<file path="config.mk">
export PLATFORM = sky130hd
export DESIGN_NAME = pvc_cursor
export DESIGN_NICKNAME = d
export VERILOG_FILES = /design/src/rtl/pvc_pkg.sv /design/src/rtl/pvc_cursor.sv
export SDC_FILE = /design/constraint.sdc
export NUM_CORES = 1
export LEC_CHECK = 0
export BUFFER_PORTS_ARGS = -buffer_cell sky130_fd_sc_hd__buf_4
export CORE_ASPECT_RATIO = 1.1
export CORE_MARGIN = 2
export CORE_UTILIZATION = 59
export DETAILED_ROUTE_END_ITERATION = 10
export PLACE_DENSITY = 0.88
export SLEW_MARGIN = 10
export SYNTH_ARGS = -nofsm -noshare
export SYNTH_HDL_FRONTEND = slang
export SYNTH_SLANG_ARGS = --single-unit
export TNS_END_PERCENT = 100
</file>
<file path="constraint.sdc">
create_clock -name clk -period 3.6 [get_ports clk]
set_input_delay 0.54 -clock clk [delete_from_list [all_inputs] [get_ports clk]]
set_output_delay 0.54 -clock clk [all_outputs]
set_load 0.03 [all_outputs]
</file>
<file path="src/rtl/pvc_pkg.sv">
`timescale 1ns / 1ps
// ----------------------------------------------------------------------------
// pvc_pkg
// Shared types and constants for the pileup vote variant caller: command and
// operation codes, call kinds, counter slot layout and stream widths.
// ----------------------------------------------------------------------------
package pvc_pkg;

  // default sizing
  localparam int PVC_GENOME_POSITIONS = 65536;
  localparam int PVC_COUNT_BITS       = 16;

  // stream widths
  localparam int IN_TDATA_W  = 32;
  localparam int OUT_TDATA_W = 24;

  // width of a vote address before the range check (cursor plus offset)
  localparam int ADDR_CALC_W = 18;

  // counter slots in one table entry
  localparam int SLOTS = 14;
  localparam logic [3:0] SLOT_NONE     = 4'd0;
  localparam logic [3:0] SLOT_SUB      = 4'd1;
  localparam logic [3:0] SLOT_INS      = 4'd2;
  localparam logic [3:0] SLOT_DEL      = 4'd3;
  localparam logic [3:0] SLOT_SUB_BASE = 4'd4;
  localparam logic [3:0] SLOT_INS_BASE = 4'd9;

  // base code meaning no base
  localparam logic [2:0] BASE_ABSENT = 3'd5;

  typedef enum logic [1:0] {
    CMD_START = 2'd0,
    CMD_ELEM  = 2'd1,
    CMD_QUERY = 2'd2,
    CMD_NOP   = 2'd3
  } cmd_e;

  typedef enum logic [1:0] {
    OP_MATCH = 2'd0,
    OP_INS   = 2'd1,
    OP_DEL   = 2'd2,
    OP_OTHER = 2'd3
  } op_e;

  typedef enum logic [1:0] {
    KIND_NONE = 2'd0,
    KIND_SUB  = 2'd1,
    KIND_INS  = 2'd2,
    KIND_DEL  = 2'd3
  } kind_e;

  // one input transaction, unpacked
  typedef struct packed {
    cmd_e        cmd;
    logic [16:0] position;
    op_e         op;
    logic        op_start;
    logic [2:0]  read_base;
    logic [2:0]  ref_base;
  } item_t;

  // vote or query address handed from the cursor to the sequencer
  typedef struct packed {
    logic [ADDR_CALC_W-1:0] addr;
    logic                   in_range;
  } addr_t;

endpackage

</file>
<file path="src/rtl/pvc_cursor.sv">
`timescale 1ns / 1ps
// ----------------------------------------------------------------------------
// pvc_cursor
// Reference cursor and insertion offset; registers the table address of each
// accepted element or query together with its range check.
// ----------------------------------------------------------------------------
module pvc_cursor import pvc_pkg::*; #(
  parameter int GENOME_POSITIONS = PVC_GENOME_POSITIONS
) (
  input  logic  clk,
  input  logic  rst_n,
  input  logic  accept,
  input  item_t item,
  output addr_t vote_addr
);

  localparam logic [31:0] GenomeLimit = 32'(GENOME_POSITIONS);

  logic [16:0]            cursor_r;
  logic [15:0]            off_r;
  logic [15:0]            off_eff;
  logic [ADDR_CALC_W-1:0] ins_sum;
  logic [ADDR_CALC_W-1:0] addr_nxt;
  addr_t                  addr_r;

  // offset restarts on the first element of an operation
  assign off_eff = item.op_start ? 16'd0 : off_r;
  assign ins_sum = {1'b0, cursor_r} + {2'b00, off_eff};

  // address used by this transaction
  always_comb begin
    addr_nxt = {1'b0, cursor_r};
    if (item.cmd == CMD_QUERY) begin
      addr_nxt = {1'b0, item.position};
    end else if (item.op == OP_INS) begin
      addr_nxt = ins_sum;
    end
  end

  // cursor and offset update
  always_ff @(posedge clk) begin
    if (!rst_n) begin
      cursor_r <= '0;
      off_r    <= '0;
    end else if (accept) begin
      if (item.cmd == CMD_START) begin
        cursor_r <= item.position - 17'd1;
        off_r    <= '0;
      end else if (item.cmd == CMD_ELEM) begin
        off_r <= off_eff + 16'd1;
        if (item.op == OP_MATCH || item.op == OP_DEL) begin
          cursor_r <= cursor_r + 17'd1;
        end
      end
    end
  end

  // registered address and range check
  always_ff @(posedge clk) begin
    if (accept) begin
      addr_r.addr     <= addr_nxt;
      addr_r.in_range <= 32'(addr_nxt) < GenomeLimit;
    end
  end

  assign vote_addr = addr_r;

endmodule
</file>
# == Word level (Yosys, flattened, before mapping) ==
# Cells that the tools add are included.
# word_totals
inputBits,31
output_inout_bits,19
register_bits,52
# classes
n_lt_le_gt_ge,1
eq_ne,4
n_reduce_logical,7
mux,8
n_addsub,4
# op_table
operator,n
17-bit two-way mux,3
16-bit two-way mux,3
18-bit two-way mux,2
17-bit by 16-bit adder with 18-bit output,1
18-bit by 17-bit < comparator with 1-bit output (second input constant),1
17-bit by 1-bit adder with 17-bit output (second input constant),1
17-bit by 1-bit subtractor with 17-bit output (second input constant),1
16-bit by 1-bit adder with 16-bit output (second input constant),1
2-bit by 1-bit == test with 1-bit output (second input constant),2
2-bit == test (second input constant),2
2-bit zero test,2
2-bit nonzero test,2
3-bit AND reduction,1
2-bit AND reduction,1
1-bit logical OR,1

# == Longest topological paths before layout ==
# depth
depth_word,5
mapped_depth,12
depth_no_buf,10

# == Worst setup path after synthesis ==
# Ideal clock, no wire load.
# synth_timing
path_type,input-to-reg
startpoint,in item[6] (netlist bit)
endpoint,reg addr_r (netlist bit vote_addr[11]) (data pin)
path_slack_ns,0.411
path_stages,12
n_path_buf,2
arrival_time_ns,2.927
path_cell_list,buf_2 clkbuf_1 nor2b_1 ha_1 ha_1 a211o_1 o211ai_1 o211ai_1 or4_1 a32oi_1 xor2_1 o21ai_1
# synth_via
elab_chain_cells,4
# synth_rtl
item,line_no,rtl
from (decl),pvc_cursor.sv:13,"input item_t item,"
16-bit two-way mux,pvc_cursor.sv:27,assign off_eff = item.op_start ? 16'd0 : off_r;
17-bit by 16-bit adder with 18-bit output,pvc_cursor.sv:28,"assign ins_sum = {1'b0, cursor_r} + {2'b00, off_eff};"
18-bit two-way mux,pvc_cursor.sv:35,end else if (item.op == OP_INS) begin
18-bit two-way mux,pvc_cursor.sv:33,if (item.cmd == CMD_QUERY) begin
via addr_nxt[10],pvc_cursor.sv:23,logic [ADDR_CALC_W-1:0] addr_nxt;
to (decl),pvc_cursor.sv:24,addr_t addr_r;
# The timed path passes the listed nets, and every way through them passes these cells.
# A chain may end at the register's enable or synchronous reset.

# == Worst setup path after layout ==
# layout_timing
startpoint,reg off_r[1]
endpoint,reg addr_r (netlist bit vote_addr[11]) (data pin)
# layout_via
elab_chain_cells,4
# layout_rtl
item,line_no,rtl
from (decl),pvc_cursor.sv:20,logic [15:0] off_r;
from (signal assigned),pvc_cursor.sv:50,off_r <= off_eff + 16'd1;
16-bit two-way mux,pvc_cursor.sv:27,
17-bit by 16-bit adder with 18-bit output,pvc_cursor.sv:28,
18-bit two-way mux,pvc_cursor.sv:35,
18-bit two-way mux,pvc_cursor.sv:33,
via addr_nxt[10],pvc_cursor.sv:23,
# The timed path passes the listed nets, and every way through them passes these cells.

==> results.md <==
* Worst Tran Pin Value at 0.8496 ns
* Fin. Hold Viols at 0
* Filler cells at ~580
* Setup TNS at 0 ns
* Fin area at around 0.0046 mm²
* IO buf count at 43
* Max Cap Violations at 0
* Vias in the first global route at between 3000 and 4000
* Endpoint, Worst Hold: off_r[0]
* Cell leakage power at 1.796 nW
* Fmax at ~340 MHz
* P_sw at approximately 360 µW
* DRC at 0
* Mapped cell area at ~0.0042 mm²
* Clock Skew at approximately 0.012 ns
* Top cell type's share of synthesized area at 0.1586
* Hold buffers post-CTS at 0
* Vias post-DR at between 4000 and 5000
* Syn Nets at between 500 and 600
* Layout net count at 609
* Met1 WL at ~4300 µm
* Synth Register Bits at 52
* Internal power at ~850 µW
* Reg2reg setup slack at approximately 0.7 ns
* Routed wl met2 at a little over 5000 µm
* Total gr overflow at 0
* Syn Area/Cell at between 7 and 8 µm²
* Min Hold Slack at 0.5044 ns
* First DRT Iteration DRCs at 370
* Clock-pin slew on the worst setup and hold paths at ~0.10 ns
* Cell taking the most area after synthesis: dfxtp_1
* Netlist cell types at 64
* Routed wire length at 10540 µm
* Slew Limit Fails at 0
* Cell with the most instances after synthesis: nand2_1
* Yosys warning count at 0
* Clock Latency Late Sink at around 0.32 ns
* Area Growth Syn to Fin at 10.36%
* Clock root buffer: clkbuf_8
* Largest net degree at the start of global routing at 34
* Combinational power share at 0.175
* Final HPWL DP at between 7000 and 8000 µm
* CP Buf/Inv Count at 0
* Antenna violations before repair at 0
* Hold Startpoint: off_r[0]
* Largest stage delay on the critical path at ~0.56 ns
* Minimum clock period at slightly below 3 ns
* Reg2Reg Capture Point: vote_addr[11]
* Ratio of cells with drive above 1 in the final layout at 0.1279
* Largest fanout on the critical path at 6
* Total GRT Usage at 0.2733
* Post-CTS Setup Repair Bufs at 0
* PD cells at approximately 260 mW/mm²
* Pre-antenna DRT Iters at 6
* CP Cell Sequence: nor2b_1 -> xor2_1 -> ha_1 -> a211o_1 -> o211ai_1 -> o211ai_1 -> or4_1 -> a32oi_1 -> xor2_1 -> o21ai_1
* Crit Reg-Reg Startpoint: off_r[1]
* CTS tree: done
* Dpl cell area at 0.004508 mm²
* Die area at ~0.0077 mm²
* Post-synth EDFFs at 19
* RSZ-0062 raised after global routing: false
* Cells after synthesis at 541
* Die Wd at between 80 and 90 µm
* Critical Path AT at slightly below 3 ns
* CTS buffer count at 5
* Top cells by area, synth: dfxtp_1, edfxtp_1, o21ai_0, nand2_1, ha_1
* Clk pwr share at 0.288
* Crit path kind: flop to flop
* Fin crit share at 0.8078
* I/O pin count at 50
* Switch share at 0.2970
* Top_reg_cell synth: dfxtp_1
* Worst path required time at 3.68 ns
* Hold crit path type: flop to flop
* Rows at 32
* Post-route ant nets at 0
* Commonest cells in the netlist: nand2_1, nor2_1, o21ai_0, a21oi_1
* Core Footprint at approximately 0.0069 mm²
* # H-tree levels at 2
* Reg2Reg Depth at 10
* Sequential power share at 0.537
* Starting Density at 0.6013
* First-pass GRT wire length at 17680 µm
* Hold path depth at 2
* Element type at the critical path start: flop
* Worst setup EP type: flop
* Final setup fails at 0
* Status: completed
* VDD IR-drop max at between 200 and 250 µV
* Post-synthesis async set-or-reset flop share at 0
* Metal3 WL at 807 µm
* Clock buffer depth at 2
* Via/cell ratio at about 6.4
* Slowest library cell on the worst path: or4_1
* CP top delay family: simple AND/OR/NAND/NOR gates
* Register area share after synthesis at 0.2956
* Post-cts resize count at 0
* RD Place Congestion at a little over 0.9
* Wire per inst at 16.26 µm
* Ant diodes at 0
* Relative slew slack at 0.4324
* CTS sink count at 52
* Die Y at ~90 µm
* Top layer in use: met4
registers in the layout (all words and copies together) (netlist names):
register   cells
off_r         16
vote_addr     19
cursor_r      17
stage by stage:
stage                       util  setup WS (ns)  total power, mW  std cells
after CTS                 0.6637         0.6906            1.212        648
after floorplan                -         0.4115           0.7841        541
final                     0.6637         0.6919            1.206        648
after detailed placement  0.6508         0.4285           0.8683        640
after global placement    0.6508         0.4870           0.8628        640
after global routing      0.6637         0.4785            1.253        648
kinds of logic after synthesis:
| group | synth area share |
|---|---|
| mux | 0.004806 |
| simple gates | 0.2830 |
| flops | 0.2956 |
| xor+xnor | 0.06518 |
| fa+ha+maj | 0.05527 |
| compound gates | 0.2574 |
| buf+inv | 0.03875 |
power groups by stage:
stage | Clock [mW] | Sequential (mW) | Combinational [mW]
floorplan | 0 | 0.682 | 0.102
global placement | 0 | 0.659 | 0.204
detailed placement | 0 | 0.661 | 0.208
CTS | 0.356 | 0.647 | 0.209
global route | 0.377 | 0.650 | 0.226
finish | 0.348 | 0.648 | 0.211
metal layers:
| layer | track usage | up-vias |
|---|---|---|
| met5 | 0 | - |
| met4 | 0.1183 | 0 |
| met3 | 0.04140 | 32 |
| met2 | 0.4683 | 186 |
| met1 | 0.3395 | 1923 |
| li1 | - | 2022 |
worst min-delay path, cell delays in order, from the launching register on:
cell and delay, ns:
dfxtp_1 0.35, nand2_1 0.06, a21boi_0 0.06
how the worst max path moves through the flow:
| stage | startpoint | to | slack [ns] | cells past startpoint |
|---|---|---|---|---|
| 2_1_floorplan | item[6] | vote_addr[11] | 0.41 | 12 |
| 3_3_place_gp | item[6] | vote_addr[11] | 0.49 | 11 |
| 3_5_place_dp | item[6] | vote_addr[11] | 0.43 | 11 |
| 4_1_cts | off_r[1] | vote_addr[11] | 0.69 | 10 |
| 5_1_grt | off_r[1] | vote_addr[11] | 0.48 | 10 |
| 6_report | off_r[1] | vote_addr[11] | 0.69 | 10 |
cell type report:
| cell class | instances | area [µm²] | area share |
|---|---|---|---|
| Multi-Input combinational cell | 447 | 2773 | 0.6032 |
| Sequential cell | 52 | 1231 | 0.2678 |
| Timing Repair Buffer | 50 | 375.4 | 0.08165 |
| Tap cell | 85 | 106.4 | 0.02314 |
| Clock buffer | 6 | 72.57 | 0.01579 |
| Inverter | 6 | 22.52 | 0.004899 |
| Clock inverter | 2 | 16.27 | 0.003538 |
cells in the final DEF (no fill, tap or decap), types with 16 or more instances in the layout:
cell      Yosys  layout
nand2_1      55      55
buf_4         0      50
nor2_1       49      49
o21ai_0      44      44
a21oi_1      34      34
dfxtp_1      33      33
nor2b_1      29      29
nand3_1      26      26
edfxtp_1     19      19
xor2_1       17      17
ha_1         16      16
(Power assumes the default switching activity.)
