==> src/rtl/pvc_pkg.sv <==
`timescale 1ns / 1ps
// ----------------------------------------------------------------------------
// pvc_pkg
// Shared types and constants for the pileup vote variant caller: command and
// operation codes, call kinds, counter slot layout and stream widths.
// ----------------------------------------------------------------------------
package pvc_pkg;

  // default sizing
  localparam int PVC_GENOME_POSITIONS = 65536;
  localparam int PVC_COUNT_BITS       = 16;

  // stream widths
  localparam int IN_TDATA_W  = 32;
  localparam int OUT_TDATA_W = 24;

  // width of a vote address before the range check (cursor plus offset)
  localparam int ADDR_CALC_W = 18;

  // counter slots in one table entry
  localparam int SLOTS = 14;
  localparam logic [3:0] SLOT_NONE     = 4'd0;
  localparam logic [3:0] SLOT_SUB      = 4'd1;
  localparam logic [3:0] SLOT_INS      = 4'd2;
  localparam logic [3:0] SLOT_DEL      = 4'd3;
  localparam logic [3:0] SLOT_SUB_BASE = 4'd4;
  localparam logic [3:0] SLOT_INS_BASE = 4'd9;

  // base code meaning no base
  localparam logic [2:0] BASE_ABSENT = 3'd5;

  typedef enum logic [1:0] {
    CMD_START = 2'd0,
    CMD_ELEM  = 2'd1,
    CMD_QUERY = 2'd2,
    CMD_NOP   = 2'd3
  } cmd_e;

  typedef enum logic [1:0] {
    OP_MATCH = 2'd0,
    OP_INS   = 2'd1,
    OP_DEL   = 2'd2,
    OP_OTHER = 2'd3
  } op_e;

  typedef enum logic [1:0] {
    KIND_NONE = 2'd0,
    KIND_SUB  = 2'd1,
    KIND_INS  = 2'd2,
    KIND_DEL  = 2'd3
  } kind_e;

  // one input transaction, unpacked
  typedef struct packed {
    cmd_e        cmd;
    logic [16:0] position;
    op_e         op;
    logic        op_start;
    logic [2:0]  read_base;
    logic [2:0]  ref_base;
  } item_t;

  // vote or query address handed from the cursor to the sequencer
  typedef struct packed {
    logic [ADDR_CALC_W-1:0] addr;
    logic                   in_range;
  } addr_t;

endpackage

==> src/rtl/pvc_count_unit.sv <==
`timescale 1ns / 1ps
// ----------------------------------------------------------------------------
// pvc_count_unit
// Shared counter arithmetic: saturating increment of one counter and a
// strict greater-than compare against the running best.
// ----------------------------------------------------------------------------
module pvc_count_unit import pvc_pkg::*; #(
  parameter int COUNT_BITS = PVC_COUNT_BITS
) (
  input  logic [COUNT_BITS-1:0] cnt_a,
  input  logic [COUNT_BITS-1:0] cnt_b,
  output logic [COUNT_BITS-1:0] sat_inc,
  output logic                  a_gt_b
);

  localparam logic [COUNT_BITS-1:0] CountMax = {COUNT_BITS{1'b1}};

  // counter stops at its maximum
  assign sat_inc = (cnt_a == CountMax) ? cnt_a : cnt_a + {{(COUNT_BITS-1){1'b0}}, 1'b1};

  // strict compare keeps the earliest maximum
  assign a_gt_b = cnt_a > cnt_b;

endmodule

==> config.mk <==
export PLATFORM = sky130hd
export DESIGN_NAME = pvc_count_unit
export DESIGN_NICKNAME = d
export VERILOG_FILES = /design/src/rtl/pvc_pkg.sv /design/src/rtl/pvc_count_unit.sv
export SDC_FILE = /design/constraint.sdc
export NUM_CORES = 1
export LEC_CHECK = 0
export BUFFER_PORTS_ARGS = -buffer_cell sky130_fd_sc_hd__buf_2
export CAP_MARGIN = 20
export CELL_PAD_IN_SITES_DETAIL_PLACEMENT = 1
export CELL_PAD_IN_SITES_GLOBAL_PLACEMENT = 2
export CORE_AREA = 2 2 62 64
export DETAILED_ROUTE_END_ITERATION = 10
export DIE_AREA = 0 0 64 66
export PLACE_DENSITY = 0.84
export SETUP_SLACK_MARGIN = 0.02
export SKIP_LAST_GASP = 1
export SLEW_MARGIN = 0
export SYNTH_ARGS = -nofsm -noshare
export SYNTH_HDL_FRONTEND = slang
export SYNTH_SLANG_ARGS = --single-unit
==> constraint.sdc <==
create_clock -name vclk -period 1.9
set_input_delay 0.19 -clock vclk [all_inputs]
set_output_delay 0.19 -clock vclk [all_outputs]
set_load 0.005 [all_outputs]
Yosys cells after proc, flatten, opt, wreduce, memory -nomap -nowiden
Index checks and enable logic that the tools add are counted.

Register bits after elaboration: 0. Input port bits: 32. Output and inout port bits: 17. Logic and storage cells: 4.

$add $sub $neg: 1. $lt $le $gt $ge: 1. Eq/ne operators: 1. Multiplexer cells: 1.

Operators by type and width (number): $add 16x1->16 const B (1); $eq 16x16->1 const B (1); $gt 16x16->1 (1); $mux 16 (1).

Depth between registers and ports, before layout
Gate-level depths: netlist (run 1).

Word-level depth: 2. Gate-level depth with buffers: 6. Depth with buffers taken out: 6.

Worst setup path after synthesis (run 1)
Ideal clock, no wire load.

Path kind: in2out. Start: in cnt_a[0]. End: out sat_inc[14]. Arrival: 1422 ps. Data required time: 1710 ps. Path slack: 288 ps. Cell stages on the path: 5. Buffers on the path: 1. Cell sequence: ha_1 > nand4_1 > or4_1 > buf_2 > a41oi_1.

Cells in the longest elaborated chain, start to end: 2. Elaborated cells between the ends (all ways): 3. Classes of those cells: 1 x add/sub; 1 x eq/ne; 1 x mux.

RTL lines: from (decl) (line pvc_count_unit.sv:10) `input logic [COUNT_BITS-1:0] cnt_a,`; $add 16x1->16 / $eq 16x16->1 (equally long branches) (line pvc_count_unit.sv:19) `assign sat_inc = (cnt_a == CountMax) ? cnt_a : cnt_a + {{(COUNT_BITS-1){1'b0}}, 1'b1};`; $mux 16 * (line pvc_count_unit.sv:19); to (decl) (line pvc_count_unit.sv:12) `output logic [COUNT_BITS-1:0] sat_inc,`.

Mark *: on every way between the ends. The rest lies on a longest branch, timed or not.

Final worst setup path (run 1)
Start: in cnt_a[12]. End: out a_gt_b.

Cells in the longest elaborated chain, start to end: 1.

RTL lines: $gt 16x16->1 (line pvc_count_unit.sv:22) `assign a_gt_b = cnt_a > cnt_b;`; to (decl) (line pvc_count_unit.sv:13) `output logic a_gt_b`.

Every way passes these cells.

==> insert_results.sql, run 1 <==
INSERT INTO impl_metrics (metric_group, metric, value, unit) VALUES
('outcome', 'status', 'completed', ''),
('global_routing', 'vias_in_the_first_global_route', '1108', ''),
('setup_path', 'crit_arrival', '1.63', 'ns'),
('floorplan', 'num_io_pins', '49', ''),
('cells_and_area', 'layout.cells.most_common', 'sky130_fd_sc_hd__buf_2', ''),
('global_routing', 'grt_pass1_wl', '4.60', 'mm'),
('cells_and_area', 'final.clkbuf_count', '0', ''),
('setup_path', 'critPathLaunchType', 'input port', ''),
('detailed_routing', 'routed-via-count', '1081', ''),
('power_and_ir_drop', 'seq_power_share', '0', ''),
('cells_and_area', 'final_cells', '233', ''),
('cells_and_area', 'final_core_util', '0.359', ''),
('floorplan', 'dieArea', '4220', 'sq um'),
('timing', 'timing.slew.headroom', '0.841', ''),
('timing', 'worst_pin_slew', '0.237', 'ns'),
('power_and_ir_drop', 'p_int', '0.117', 'mW'),
('detailed_routing', 'via_to_cell_ratio', '4.64', ''),
('cells_and_area', 'count_of_flip_flops_and_latches', '0', ''),
('detailed_routing', 'drtAntennaViolNets', '0', ''),
('synth', 'yosysTopAreaCell', 'sky130_fd_sc_hd__ha_1', ''),
('setup_path', 'critical_path.max_stage_delay', '0.31', 'ns'),
('detailed_routing', 'wl_per_cell', '12.3', 'um'),
('detailed_routing', 'wirelength', '2.87', 'mm'),
('synth', 'yosysWarnings', '0', ''),
('setup_path', 'worst_path_max_delay_cell', 'sky130_fd_sc_hd__a221o_1', ''),
('floorplan', 'floorplan.core_area', '3550', 'sq um'),
('synth', 'synthesis.instances', '115', ''),
('timing', 'final.hold.worst_slack', '0.689', 'ns'),
('power_and_ir_drop', 'clk_pwr_share', '0', ''),
('detailed_routing', 'drt_drc_violations_left', '0', ''),
('timing', 'unrepaired_setup_endpoints_after_global_routing', 'yes', ''),
('setup_path', 'critical_path_peak_fanout', '2', ''),
('synth', 'synth_top_cells_by_area', 'sky130_fd_sc_hd__ha_1 28%, sky130_fd_sc_hd__inv_1 8.4%, sky130_fd_sc_hd__nand3_1 6.6%, sky130_fd_sc_hd__nand4_1 5.8%, sky130_fd_sc_hd__xor2_1 5.8%', ''),
('place', 'dpl.cell_count', '232', ''),
('setup_path', 'worst_setup_path_end_kind', 'output port', ''),
('timing', 'final_max_slew_viol_count', '0', ''),
('power_and_ir_drop', 'switch_share', '0.485', ''),
('cells_and_area', 'syn_to_final_growth', '68.3', '%'),
('setup_path', 'required_arrival_time_at_the_worst_endpoint', '1.71', 'ns'),
('synth', 'ys_types', '29', ''),
('synth', 'synth_largest_type_area_fraction', '0.281', ''),
('global_routing', 'grt_start_max_net_pins', '9', ''),
('place', 'hpwl', '2.58', 'mm'),
('timing', 'final_period_util', '0.958', ''),
('cells_and_area', 'fill_cells', '473', ''),
('synth', 'syn-num-nets', '164', ''),
('timing', 'final.setup.tns', '0', 'ns'),
('clock_network', 'post_cts_hold_buffer_count', '0', ''),
('cells_and_area', 'register_area', '0', 'sq um'),
('setup_path', 'sequence_of_cells_on_the_critical_path', 'buf_2 -> ha_1 -> nand4_1 -> buf_4 -> nor2_1 -> a221o_1 -> o31a_1 -> buf_2', ''),
('detailed_routing', 'detailed_router_iteration_count_before_antenna_repair', '4', ''),
('timing', 'final-hold-violation-count', '0', ''),
('cells_and_area', 'nets', '236', ''),
('power_and_ir_drop', 'power.share.combinational', '1.000', ''),
('power_and_ir_drop', 'power.net_switching', '0.110', 'mW'),
('timing', 'timing.final.setup_violations', '0', ''),
('timing', 'maximum_frequency_from_static_timing_analysis', '0.550', 'GHz'),
('synth', 'ys_seq_area_frac', '0', ''),
('power_and_ir_drop', 'vdd_drop_max', '0.0000418', 'V'),
('cells_and_area', 'final_layout_size_suffix_gt1_frac', '0.432', ''),
('worst_hold_path', 'hold_class', 'in2out', ''),
('floorplan', 'floorplan.die.height', '66', 'um'),
('flow_run', 'timing.max_cap.violations', '0', ''),
('global_routing', 'grt_antenna_before_repair', '0', ''),
('global_routing', 'grt_util_all_layers', '0.131', ''),
('floorplan', 'fp-row-count', '22', ''),
('global_routing', 'globalRouteOverflowTotal', '0', ''),
('synth', 'post_synth_instance_area', '758', 'sq um'),
('place', 'gp_congestion', '0.736', ''),
('detailed_routing', 'first_iter_violations', '21', ''),
('cells_and_area', 'diodes', '0', '');
[logic make-up after synthesis]
kind of cell    Yosys count  share of synthesized area
buf+inv                  18                     0.0908
xor+xnor                  9                      0.104
compound gates           19                      0.152
fa+ha+maj                17                      0.281
simple gates             52                      0.373
[worst max-delay path: cells and delay by family]
kind | cells | cell delay [ns]
AOI/OAI and AO/OA | 2 | 0.61
adders and majority gates | 1 | 0.29
buffers and inverters | 3 | 0.37
and+or+nand+nor | 2 | 0.17
[cell usage after synthesis, types with 2 or more instances]
cell and count:
sky130_fd_sc_hd__and3_1 3, sky130_fd_sc_hd__nor3_1 3, sky130_fd_sc_hd__nand3_1 10, sky130_fd_sc_hd__or3_1 2
sky130_fd_sc_hd__nor2_1 8, sky130_fd_sc_hd__a21oi_1 7, sky130_fd_sc_hd__inv_1 17, sky130_fd_sc_hd__nand4_1 7
sky130_fd_sc_hd__ha_1 17, sky130_fd_sc_hd__nand2_1 10, sky130_fd_sc_hd__xnor2_1 4, sky130_fd_sc_hd__xor2_1 5
sky130_fd_sc_hd__o21ai_0 6
[final cells by class]
type                            instances  area [sq um]  share of cell area
Inverter                               17          63.8              0.0500
Tap cell                               48          60.1              0.0471
Multi-Input combinational cell         97           739               0.579
Timing Repair Buffer                   71           413               0.324
[power by group through the flow]
stage	Sequential, mW	Combinational (mW)	Clock (mW)
after CTS	0	0.221	0
final	0	0.227	0
after global routing	0	0.258	0
after floorplan	0	0.0897	0
after global placement	0	0.208	0
after detailed placement	0	0.219	0
[metal layers]
layer	wire, um	up-vias	track usage	part of all wire
li1	-	553	-	-
met1	1240	497	0.145	0.43
met2	1520	31	0.280	0.53
met3	114	0	0.00852	0.040
met4	0	0	0	0
met5	0	-	0	0
[worst paths after layout]
kind,startpoint,endpoint,slack [ns],depth (start not counted)
setup / recovery,cnt_a[12],a_gt_b,0.08,8
hold / removal,cnt_a[7],sat_inc[7],0.69,3
[stage by stage]
stage,worst slack [ns],instance area [sq um],total power [mW]
2_1_floorplan,0.288,758,0.0897
3_3_place_gp,-0.00139,1220,0.208
3_5_place_dp,0.00814,1220,0.219
4_1_cts,0.0313,1220,0.221
5_1_grt,0.000187,1280,0.258
6_report,0.0806,1280,0.227
[what timing repair did]
item / CTS / global route
setup endpoints to repair: 3 / 6
gates resized for setup: 1 / 8
setup buffers: 0 / 1
pin swaps: 1 / 4
No activity file was read; power rests on OpenSTA's default activity.
==> inputs of run 2 (changes only) <==
Settings changed: GPL_TIMING_DRIVEN set to 0.
==> insert_results.sql, run 2 (same netlist as run 1, synthesis figures left out) <==
INSERT INTO impl_metrics (metric_group, metric, value, unit) VALUES
('cells_and_area', 'nets', '220', ''),
('floorplan', 'num_io_pins', '49', ''),
('worst_hold_path', 'hold_class', 'in2out', ''),
('setup_path', 'sequence_of_cells_on_the_critical_path', 'buf_8 -> ha_4 -> nand4_1 -> or4_4 -> buf_6 -> nand3_4 -> xnor2_2 -> buf_2', ''),
('setup_path', 'worst_setup_path_end_kind', 'output port', ''),
('detailed_routing', 'top_layer_used', 'met4', ''),
('detailed_routing', 'wl_per_cell', '13.2', 'um'),
('timing', 'worst_slack', '0.0427', 'ns'),
('setup_path', 'critical_path_class', 'in2out', ''),
('global_routing', 'vias_in_the_first_global_route', '1034', ''),
('place', 'hpwl', '2.25', 'mm'),
('timing', 'final_period_util', '0.978', ''),
('detailed_routing', 'wl_met2', '1.49', 'mm'),
('worst_hold_path', 'hold_path.startpoint', 'cnt_a[0]', ''),
('timing', 'unrepaired_setup_endpoints_after_global_routing', 'yes', ''),
('floorplan', 'floorplan.die.height', '66', 'um'),
('power_and_ir_drop', 'vdd_drop_max', '0.0000362', 'V'),
('floorplan', 'floorplan.core_area', '3550', 'sq um'),
('setup_path', 'worst_path_max_delay_cell', 'sky130_fd_sc_hd__or4_4', ''),
('detailed_routing', 'drtAntennaViolNets', '0', ''),
('clock_network', 'post_cts_hold_buffer_count', '0', ''),
('place', 'gp_congestion', '0.750', ''),
('cells_and_area', 'register_area', '0', 'sq um'),
('flow_run', 'timing.max_cap.violations', '0', ''),
('setup_path', 'required_arrival_time_at_the_worst_endpoint', '1.71', 'ns'),
('power_and_ir_drop', 'power_density', '179', 'nW/um^2'),
('place', 'place_worst_setup_slack', '-0.282', 'ns'),
('global_routing', 'grt_start_max_net_pins', '9', ''),
('floorplan', 'floorplan.die.width', '64', 'um'),
('detailed_routing', 'wirelength', '2.86', 'mm'),
('global_routing', 'globalRouteOverflowTotal', '0', ''),
('setup_path', 'crit_arrival', '1.67', 'ns'),
('floorplan', 'fp-row-count', '22', ''),
('timing', 'worst_pin_slew', '0.268', 'ns'),
('cells_and_area', 'diodes', '0', ''),
('cells_and_area', 'multi_input_comb_area', '853', 'sq um'),
('setup_path', 'critical_path_peak_fanout', '6', ''),
('global_routing', 'grt_pass1_wl', '4.37', 'mm'),
('detailed_routing', 'via_to_cell_ratio', '4.77', ''),
('detailed_routing', 'detailed_router_iteration_count_before_antenna_repair', '3', ''),
('cells_and_area', 'fill_cells', '458', ''),
('cells_and_area', 'layout.cells.most_common', 'sky130_fd_sc_hd__buf_2', ''),
('detailed_routing', 'wl_met3', '152', 'um'),
('detailed_routing', 'drt_drc_violations_left', '0', ''),
('timing', 'final_max_slew_viol_count', '0', ''),
('cells_and_area', 'layout_common_cells', '46 x sky130_fd_sc_hd__buf_2, 17 x sky130_fd_sc_hd__inv_1, 9 x sky130_fd_sc_hd__nand3_1, 9 x sky130_fd_sc_hd__nand2_1, 9 x sky130_fd_sc_hd__ha_1', ''),
('timing', 'timing.slew.headroom', '0.821', ''),
('setup_path', 'critical_path.max_stage_delay', '0.59', 'ns'),
('global_routing', 'grt_antenna_before_repair', '0', ''),
('cells_and_area', 'syn_to_final_growth', '70.6', '%'),
('setup_path', 'setup.worst_path.start', 'cnt_a[1]', ''),
('timing', 'maximum_frequency_from_static_timing_analysis', '0.538', 'GHz'),
('floorplan', 'dieArea', '4220', 'sq um'),
('setup_path', 'critPathLaunchType', 'input port', ''),
('power_and_ir_drop', 'power.static_leakage', '0.652', 'nW'),
('cells_and_area', 'final_layout_size_suffix_gt1_frac', '0.438', ''),
('setup_path', 'critical_path.n_buffers_inverters', '3', ''),
('power_and_ir_drop', 'power.total', '0.232', 'mW'),
('outcome', 'status', 'completed', ''),
('timing', 'timing.final.crit_period', '1.86', 'ns'),
('place', 'port_buffers', '49', ''),
('detailed_routing', 'first_iter_violations', '14', ''),
('cells_and_area', 'final.clkbuf_count', '0', ''),
('global_routing', 'grt_util_all_layers', '0.121', ''),
('timing', 'final-hold-violation-count', '0', ''),
('detailed_routing', 'routed-via-count', '1035', ''),
('cells_and_area', 'count_of_flip_flops_and_latches', '0', ''),
('detailed_routing', 'route.layer.met1.wl', '1.19', 'mm'),
('floorplan', 'initial_core_utilization', '0.214', ''),
('setup_path', 'worst_path_dominant_cell_family', 'simple AND/OR/NAND/NOR gates', ''),
('timing', 'timing.final.setup_violations', '0', '');
[run 2: changes by cell type in the layout (fill, tap and decap cells not counted), sizes merged]
cell	previous run	this run
buf	70	55
clkbuf	1	0
[run 2: final timing paths]
path	endpoint	depth (start not counted)
max	sat_inc[5]	8
min	sat_inc[0]	3
[run 2: metal layers]
metal  GRT usage  up-vias
li1            -      522
met1       0.155      480
met2       0.225       31
met3      0.0170        2
met4           0        0
met5           0        -
[run 2: timing repair]
item	4_1_cts	5_1_grt
resized for setup	4	30
buffers inserted	1	4
setup endpoints to repair	12	11
pin swaps	3	9
[run 2: stage by stage]
stage | cells | hold WS, ns | setup TNS (ns) | utilization | area [sq um]
6_report | 217 | 0.656 | 0 | 0.364 | 1290
5_1_grt | 217 | 0.673 | -0.0756 | 0.364 | 1290
4_1_cts | 213 | 0.692 | 0 | 0.309 | 1100
3_5_place_dp | 212 | 0.688 | -2.35 | 0.300 | 1060
3_3_place_gp | 212 | 0.690 | -1.64 | 0.300 | 1060
2_1_floorplan | 115 | 0.435 | 0 | - | 758
[run 2: final cells by class]
type | count | share of cell area
Buffer | 1 | 0.00870
Tap cell | 48 | 0.0464
Inverter | 17 | 0.0493
Multi-Input combinational cell | 97 | 0.660
Timing Repair Buffer | 54 | 0.236
[run 2: worst min-delay path, stage by stage]
cell and delay (ns):
sky130_fd_sc_hd__buf_8 0.09, sky130_fd_sc_hd__xnor2_1 0.06, sky130_fd_sc_hd__buf_2 0.12
[run 2: power breakdown]
part           internal, mW  leakage (nW)  switching, mW
Clock                     0             0              0
Combinational         0.114         0.652          0.118
Sequential                0             0              0
